===== config.mk =====
export PLATFORM = sky130hd
export DESIGN_NAME = rfa_ctrl
export DESIGN_NICKNAME = d
export VERILOG_FILES = /design/src/hw/rtl/rfa_pkg.sv /design/src/hw/rtl/rfa_ctrl.sv
export SDC_FILE = /design/constraint.sdc
export NUM_CORES = 1
export LEC_CHECK = 0
export BUFFER_PORTS_ARGS = -buffer_cell sky130_fd_sc_hd__buf_4
export CAP_MARGIN = 30
export CORE_MARGIN = 2
export CORE_UTILIZATION = 55
export CTS_CLUSTER_SIZE = 12
export DETAILED_ROUTE_END_ITERATION = 8
export PLACE_DENSITY = 0.78
export SYNTH_ARGS = -nofsm -noshare
export SYNTH_HDL_FRONTEND = slang
export SYNTH_SLANG_ARGS = --single-unit

===== constraint.sdc =====
create_clock -name clk -period 14.6 [get_ports clk]
set_clock_uncertainty 0.1 [all_clocks]
set_input_delay 2.19 -clock clk [delete_from_list [all_inputs] [get_ports clk]]
set_output_delay 2.19 -clock clk [all_outputs]
set_load 0.05 [all_outputs]

===== src/hw/rtl/rfa_pkg.sv =====
// Shared types and constants for the reference-counted page frame allocator.
// Used by rfa_ctrl and the top level; depends on nothing else.
package rfa_pkg;

  localparam int CMD_W      = 2;
  localparam int PAGE_W     = 12;
  localparam int STATUS_W   = 3;
  localparam int COUNT_W    = 8;
  localparam int REG_W      = 13;
  localparam int IN_DATA_W  = 16;
  localparam int OUT_DATA_W = 40;

  localparam logic [CMD_W-1:0] CMD_ALLOC   = 2'd0;
  localparam logic [CMD_W-1:0] CMD_RELEASE = 2'd1;
  localparam logic [CMD_W-1:0] CMD_ADD     = 2'd2;

  localparam logic [STATUS_W-1:0] ST_OK    = 3'd0;
  localparam logic [STATUS_W-1:0] ST_OOM   = 3'd1;
  localparam logic [STATUS_W-1:0] ST_RANGE = 3'd2;
  localparam logic [STATUS_W-1:0] ST_UNREF = 3'd3;
  localparam logic [STATUS_W-1:0] ST_SAT   = 3'd4;

  localparam logic [COUNT_W-1:0] REF_MAX = 8'd255;
  localparam logic [COUNT_W-1:0] REF_TOP = 8'd254;

  localparam logic CFG_FIRST = 1'b0;
  localparam logic CFG_LIMIT = 1'b1;

  localparam logic [REG_W-1:0] LIMIT_RESET = 13'd4096;

  typedef enum logic [2:0] {
    S_CLEAR,
    S_IDLE,
    S_COUNT,
    S_START,
    S_SCAN,
    S_MOD,
    S_USED,
    S_RESP
  } rfa_state_t;

  typedef struct packed {
    logic [REG_W-1:0] first;
    logic [REG_W-1:0] limit;
    logic             wr;
  } rfa_cfg_t;

  typedef struct packed {
    logic [REG_W-1:0]    free;
    logic [COUNT_W-1:0]  count;
    logic [PAGE_W-1:0]   page;
    logic [STATUS_W-1:0] status;
  } rfa_result_t;

endpackage


===== src/hw/rtl/rfa_ctrl.sv =====
// Sequencer and shared increment/decrement unit of the page frame allocator.
// Depends on rfa_pkg; drives the count RAM (rfa_ram) through its ports.
module rfa_ctrl
  import rfa_pkg::*;
#(
  parameter int NUM_PAGES = 4096
) (
  input  logic                         clk,
  input  logic                         rst_n,
  input  rfa_cfg_t                     cfg,
  input  logic                         in_valid,
  output logic                         in_ready,
  input  logic [CMD_W-1:0]             in_cmd,
  input  logic [PAGE_W-1:0]            in_idx,
  output logic                         res_valid,
  input  logic                         res_take,
  output rfa_result_t                  res,
  output logic                         ram_we,
  output logic [$clog2(NUM_PAGES)-1:0] ram_waddr,
  output logic [COUNT_W-1:0]           ram_wdata,
  output logic [$clog2(NUM_PAGES)-1:0] ram_raddr,
  input  logic [COUNT_W-1:0]           ram_rdata
);

  localparam int AW = $clog2(NUM_PAGES);
  localparam int CW = (AW + 1 > REG_W) ? AW + 1 : REG_W;
  localparam logic [CW-1:0] NPAGES = CW'(NUM_PAGES);

  rfa_state_t state_r, state_nxt;
  logic [CW-1:0]       ptr_r, ptr_nxt;
  logic [CW-1:0]       chk_ptr_r, chk_ptr_nxt;
  logic                chk_v_r, chk_v_nxt;
  logic [REG_W-1:0]    acc_r, acc_nxt;
  logic [REG_W-1:0]    used_r, used_nxt;
  logic                dirty_r, dirty_nxt;
  logic                used_dec_r, used_dec_nxt;
  logic [CMD_W-1:0]    cmd_r, cmd_nxt;
  logic [PAGE_W-1:0]   idx_r, idx_nxt;
  logic [STATUS_W-1:0] status_r, status_nxt;
  logic [PAGE_W-1:0]   page_r, page_nxt;
  logic [COUNT_W-1:0]  cnt_r, cnt_nxt;

  logic [CW-1:0] first_c, limit_c, lim, span, idx_c;
  logic          in_rng;
  logic [CW-1:0] alu_a, alu_y;
  logic          alu_dec;

  assign first_c = CW'(cfg.first);
  assign limit_c = CW'(cfg.limit);
  assign lim     = (limit_c < NPAGES) ? limit_c : NPAGES;
  assign span    = (first_c < lim) ? lim - first_c : '0;
  assign idx_c   = CW'(idx_r);
  assign in_rng  = (idx_c >= first_c) && (idx_c < lim);

  // Shared adder: steps the scan pointer, a page count or the used total.
  assign alu_y = alu_a + (alu_dec ? {CW{1'b1}} : CW'(1));

  assign res.status = status_r;
  assign res.page   = page_r;
  assign res.count  = cnt_r;
  assign res.free   = span[REG_W-1:0] - used_r;

  always_ff @(posedge clk) begin
    if (!rst_n) begin
      state_r <= S_CLEAR;
      ptr_r   <= '0;
      chk_v_r <= 1'b0;
      used_r  <= '0;
      dirty_r <= 1'b0;
    end else begin
      state_r <= state_nxt;
      ptr_r   <= ptr_nxt;
      chk_v_r <= chk_v_nxt;
      used_r  <= used_nxt;
      dirty_r <= dirty_nxt;
    end
  end

  always_ff @(posedge clk) begin
    chk_ptr_r  <= chk_ptr_nxt;
    acc_r      <= acc_nxt;
    used_dec_r <= used_dec_nxt;
    cmd_r      <= cmd_nxt;
    idx_r      <= idx_nxt;
    status_r   <= status_nxt;
    page_r     <= page_nxt;
    cnt_r      <= cnt_nxt;
  end

  always_comb begin
    state_nxt    = state_r;
    ptr_nxt      = ptr_r;
    chk_ptr_nxt  = chk_ptr_r;
    chk_v_nxt    = chk_v_r;
    acc_nxt      = acc_r;
    used_nxt     = used_r;
    dirty_nxt    = dirty_r;
    used_dec_nxt = used_dec_r;
    cmd_nxt      = cmd_r;
    idx_nxt      = idx_r;
    status_nxt   = status_r;
    page_nxt     = page_r;
    cnt_nxt      = cnt_r;
    ram_we       = 1'b0;
    ram_waddr    = ptr_r[AW-1:0];
    ram_wdata    = '0;
    ram_raddr    = ptr_r[AW-1:0];
    alu_a        = ptr_r;
    alu_dec      = 1'b0;
    in_ready     = 1'b0;
    res_valid    = 1'b0;

    unique case (state_r)
      S_CLEAR: begin
        ram_we  = 1'b1;
        ptr_nxt = alu_y;
        if (ptr_r == NPAGES - CW'(1)) begin
          state_nxt = S_IDLE;
        end
      end

      S_IDLE: begin
        in_ready = 1'b1;
        if (in_valid) begin
          cmd_nxt   = in_cmd;
          idx_nxt   = in_idx;
          ptr_nxt   = first_c;
          chk_v_nxt = 1'b0;
          acc_nxt   = '0;
          state_nxt = dirty_r ? S_COUNT : S_START;
        end
      end

      // A register was written: recount the used pages of the managed range, one read a cycle.
      S_COUNT: begin
        if (chk_v_r && (ram_rdata != '0)) begin
          acc_nxt = acc_r + REG_W'(1);
        end
        if (ptr_r < lim) begin
          ptr_nxt   = alu_y;
          chk_v_nxt = 1'b1;
        end else begin
          chk_v_nxt = 1'b0;
          if (!chk_v_r) begin
            used_nxt  = acc_r;
            dirty_nxt = 1'b0;
            state_nxt = S_START;
          end
        end
      end

      S_START: begin
        ptr_nxt    = first_c;
        chk_v_nxt  = 1'b0;
        page_nxt   = idx_r;
        cnt_nxt    = '0;
        status_nxt = ST_RANGE;
        unique case (cmd_r)
          CMD_ALLOC: begin
            state_nxt = S_SCAN;
          end
          CMD_RELEASE, CMD_ADD: begin
            ram_raddr = idx_c[AW-1:0];
            state_nxt = in_rng ? S_MOD : S_RESP;
          end
          default: begin
            state_nxt = S_RESP;
          end
        endcase
      end

      // First-fit search: the read for one page overlaps the check of the last.
      S_SCAN: begin
        priority if (chk_v_r && (ram_rdata == '0)) begin
          ram_we       = 1'b1;
          ram_waddr    = chk_ptr_r[AW-1:0];
          ram_wdata    = COUNT_W'(1);
          status_nxt   = ST_OK;
          page_nxt     = chk_ptr_r[PAGE_W-1:0];
          cnt_nxt      = COUNT_W'(1);
          used_dec_nxt = 1'b0;
          state_nxt    = S_USED;
        end else if (ptr_r < lim) begin
          chk_ptr_nxt = ptr_r;
          chk_v_nxt   = 1'b1;
          ptr_nxt     = alu_y;
        end else begin
          status_nxt = ST_OOM;
          page_nxt   = '0;
          cnt_nxt    = '0;
          state_nxt  = S_RESP;
        end
      end

      S_MOD: begin
        alu_a     = CW'(ram_rdata);
        alu_dec   = (cmd_r == CMD_RELEASE);
        ram_waddr = idx_c[AW-1:0];
        ram_wdata = alu_y[COUNT_W-1:0];
        state_nxt = S_RESP;
        priority if (ram_rdata == '0) begin
          status_nxt = ST_UNREF;
        end else if (cmd_r == CMD_RELEASE) begin
          ram_we     = 1'b1;
          status_nxt = ST_OK;
          cnt_nxt    = alu_y[COUNT_W-1:0];
          if (ram_rdata == COUNT_W'(1)) begin
            used_dec_nxt = 1'b1;
            state_nxt    = S_USED;
          end
        end else if (ram_rdata >= REF_TOP) begin
          status_nxt = ST_SAT;
          cnt_nxt    = ram_rdata;
        end else begin
          ram_we     = 1'b1;
          status_nxt = ST_OK;
          cnt_nxt    = alu_y[COUNT_W-1:0];
        end
      end

      S_USED: begin
        alu_a     = CW'(used_r);
        alu_dec   = used_dec_r;
        used_nxt  = alu_y[REG_W-1:0];
        state_nxt = S_RESP;
      end

      S_RESP: begin
        res_valid = 1'b1;
        if (res_take) begin
          state_nxt = S_IDLE;
        end
      end

      default: begin
        state_nxt = S_IDLE;
      end
    endcase

    if (cfg.wr) begin
      dirty_nxt = 1'b1;
    end
  end

endmodule


Word-level counts from Yosys, hierarchy flattened
Cells that the tools add are included.
Storage, ports and cells
  bits in registers: 94
  output and inout bits: 71
  logic and storage cells: 149
Operators by class
  $add $sub $neg: 4
  $lt $le $gt $ge: 6
  eq/ne operators: 26
  muxes and demuxes: 71
  bitwise gates (word level): 1
  reduce and logical (&&, ||, !) cells: 28
Operators with widths (count)
  $mux 13: 10
  $pmux 13 s2: 3
  $pmux 13 s5: 1
  $mux 12: 5
  $pmux 12 s2: 2
  $mux 8: 5
  $mux 3: 12
  $ne 2x2->1 const B: 14
  $lt 13x13->1: 2
  $sub 13x13->13: 2
  $pmux 3 s8: 1
  $pmux 8 s3: 1
  $mux 1: 23
  $reduce_and 3->1: 6
  $pmux 8 s2: 1
  $add 13x1->13 const B: 1
  $add 13x13->13: 1
  $eq 13x12->1 const B: 1
  $ge 12x13->1: 1
  $lt 12x13->1: 1
  $lt 13x13->1 const B: 1
  $eq 3x3->1 const B: 4
  $reduce_bool 2->1: 5
  $pmux 3 s3: 1
  other kinds (26): 32

Logic depth before layout (Yosys ltp)
  depth in word-level cells: 8
  depth in mapped cells: 21

Least setup slack after synthesis
OpenSTA, ideal clock, no wires.
  path type: input port to output port
  from: input cfg[13] (netlist bit)
  to: output res[35] (netlist bit)
  data arrival time: 6303 ps
  data required time: 12310 ps
  path slack: 6007 ps
  stages: 21
  path through: inv_1 > clkbuf_1 > nand2_1 > inv_1 > ha_1 > nor2b_1 > o2111ai_1 > a21bo_1 > a211o_1 > a21o_1 > or2_2 > ha_1 > fa_1 > nor2b_1 > o31a_1 > nor2_1 > o21ai_0 > nand4_1 > nand2_1 > o31ai_1 > xnor2_1
RTL lines
  start: declaration: line rfa_ctrl.sv:10  | input rfa_cfg_t cfg,
  end: declaration: line rfa_ctrl.sv:17  | output rfa_result_t res,

==> qor.yml <==
cells_and_area:
  area_delta_synth_final_pct: 18.3
  finalNetCount: 1099
  antenna_cells: 0
  final_layout_size_suffix_gt1_frac: 0.177
clocking:
  ctsHoldBuffers: 0
  cts_buffers: 9
  root_buffer: "clkbuf_16"
  post_cts_buffers: 0
  cts_sinks: 94
  cts_tree: "built"
  clockBufferDepth: 2
  clk_latency_ns: 0.36
  htree_levels: 3
  post_cts_resized: 0
  path_clk_slew_ns: 0.07
global_routing:
  gr-usage-all-layers: 0.300
  antenna_found_initial: 0
  gr-total-overflow: 0
  grt_pass1_wl_um: 33500
  grt_max_degree: 39
  grt_pass1_vias: 6315
placed_design:
  dp_hpwl_um: 16600
  port_buffers: 123
  pre_cts_ws_ns: 5.85
  globalplace.congestion: 0.967
drt:
  ant_nets: 0
  vias: 6933
  drtIter0Drc: 679
  wirelength_um: 21800
  drc: 0
  first_pass_iters: 5
  via_per_inst: 6.03
  wl_per_cell_um: 18.9
die:
  core-area_sq_um: 13200
  rows: 42
  initial_core_util: 0.563
  fp.dieW_um: 120
  io_pins: 124
  die_h_um: 120
  die-area_sq_um: 14400
synthesis:
  synth_top_area_frac: 0.255
  synth-seq-cells: 94
  yosys.area.top_type: "edfxtp_1"
  yosys_warnings: 0
  yosys-top-cells-area: "edfxtp_1 (25%), ha_1 (12%), dfxtp_1 (8.4%), nand2_1 (5.2%), nor2_1 (4.2%)"
  synthFlopType: "edfxtp_1"
  postSynthCellCount: 863
  ys_top_cells_by_count: "nand2_1 (103), nor2_1 (84), ha_1 (74)"
  avgSynthCellArea_sq_um: 8.60
  synth_most_common_cell: "nand2_1"
  synth_edf_count: 63
  ys_seq_area_frac: 0.338
  ys_types: 67
  syn_nets: 993
  netlist_area_sq_um: 7430
  ys_async_sr_fraction: 0
sta:
  fin_tns_setup_ns: 0
  tightest_slew_ns: 0.948
  rsz0062_at_grt: "no"
  setup_ws_ns: 5.79
  finalMaxSlewViolations: 0
  hold_ws_ns: 0.438
  hold_viol_final: 0
  min_period_ns: 8.81
  final-setup-viol-count: 0
  fmax_mhz: 114
  slew_headroom: 0.368
  post-route-period-util: 0.603
pwr:
  ir_drop_uv: 64.1
  power.leakage_uw: 0.00401
  power_uw: 760
  p_per_area_nw_per_um2: 86.5
setup_path:
  worst-setup-path-type: "input pin to output pin"
  cp_slowest_stage_delay_ns: 0.41
  cp.arrival_ns: 6.52
  start_kind: "input pin"
  end_kind: "output pin"
  slowest_stage: "fa_1"
  cp_max_fo: 14
  worstPathRequired_ns: 12.31
  worstPathCellList: "buf_4, inv_1, nand2_1, inv_1, ha_1, nor2b_1, o2111ai_1, a21bo_1, a211o_1, a21o_1, or2_2, ha_1, fa_1, nor2b_1, o31a_1, nor2_1, o21ai_0, nand4_1, nand2_1, o31ai_1, xnor2_1, buf_4"
min_path:
  hp-class: "flop to flop"
run:
  maxCapViolations: 0
outcome:
  outcome: "finished clean"
## power breakdown
group	internal [uW]	total (uW)	switching, uW
clock	136	245	110
sequential	283	290	7.01
combinational	82.7	224	141
## kinds of logic after synthesis
kind of cell | Yosys count | share of synthesized area
muxes | 16 | 0.0238
DFF | 94 | 0.338
xor gates and xnor gates | 42 | 0.0495
and+or+nand+nor | 284 | 0.175
adders and majority gates | 77 | 0.133
buffers and inverters | 101 | 0.0529
AOI/OAI and AO/OA | 249 | 0.228
## area by class of cell
cell class,instances,area [sq um]
clock buffers,10,229
clock inverters,6,75.1
fillers,1122,4410
inverters,65,244
multi-input cells,668,4520
flip-flops and latches,94,2510
well taps,176,220
repair buffers,131,983
## per-layer routing
metal,wire [um],global-route usage,vias up
met5,0,0,-
met4,671,0.115,0
met3,1780,0.0443,49
met2,9660,0.467,334
met1,9640,0.423,3200
li1,-,-,3350
## through the flow
step / cells / util / area, sq um
6_report: 1150 / 0.666 / 8780
5_1_grt: 1150 / 0.666 / 8780
4_1_cts: 1150 / 0.666 / 8780
3_5_place_dp: 1134 / 0.643 / 8480
3_3_place_gp: 1134 / 0.643 / 8480
2_1_floorplan: 863 / - / 7430
## worst max-delay path, delay by kind of cell
family	cells	cell delay, ns
AOI/OAI and AO/OA	7	1.43
xor gates and xnor gates	1	0.16
adders and majority gates	3	0.76
buffers and inverters	4	0.78
and+or+nand+nor	7	1.19
## final timing paths
| check | end | from | depth (start not counted) | slack, ns |
|---|---|---|---|---|
| worst max-delay path | res[35] | cfg[13] | 22 | 5.79 |
| worst min-delay path | page_r[4] | chk_ptr_r[4] | 2 | 0.44 |
| worst max register to register | ptr_r[7] | state_r[2] | 15 | 9.77 |
| worst min register to register | page_r[4] | chk_ptr_r[4] | 2 | 0.44 |
## state kept, by name, summed over array words and instances, names as in the netlist, 8 cells and up
name       count
cnt_r          8
idx_r         12
ptr_r         13
used_r        13
acc_r         13
chk_ptr_r     12
page_r        12
## layout by cell type, fill, tap and decap left out, types with 13 or more instances in the layout
cell type and instances:
xor2_1 22, a21o_1 26, a21oi_1 57, inv_1 64, mux2_2 13, nand2_1 103, a22o_1 18, xnor2_1 20
dfxtp_1 31, nand2b_1 13, nor2b_1 18, nor2_1 84, nand3_1 14, buf_4 131, edfxtp_1 63, ha_1 74
o21ai_0 52
Note: power is estimated with default switching activity, not from simulation.
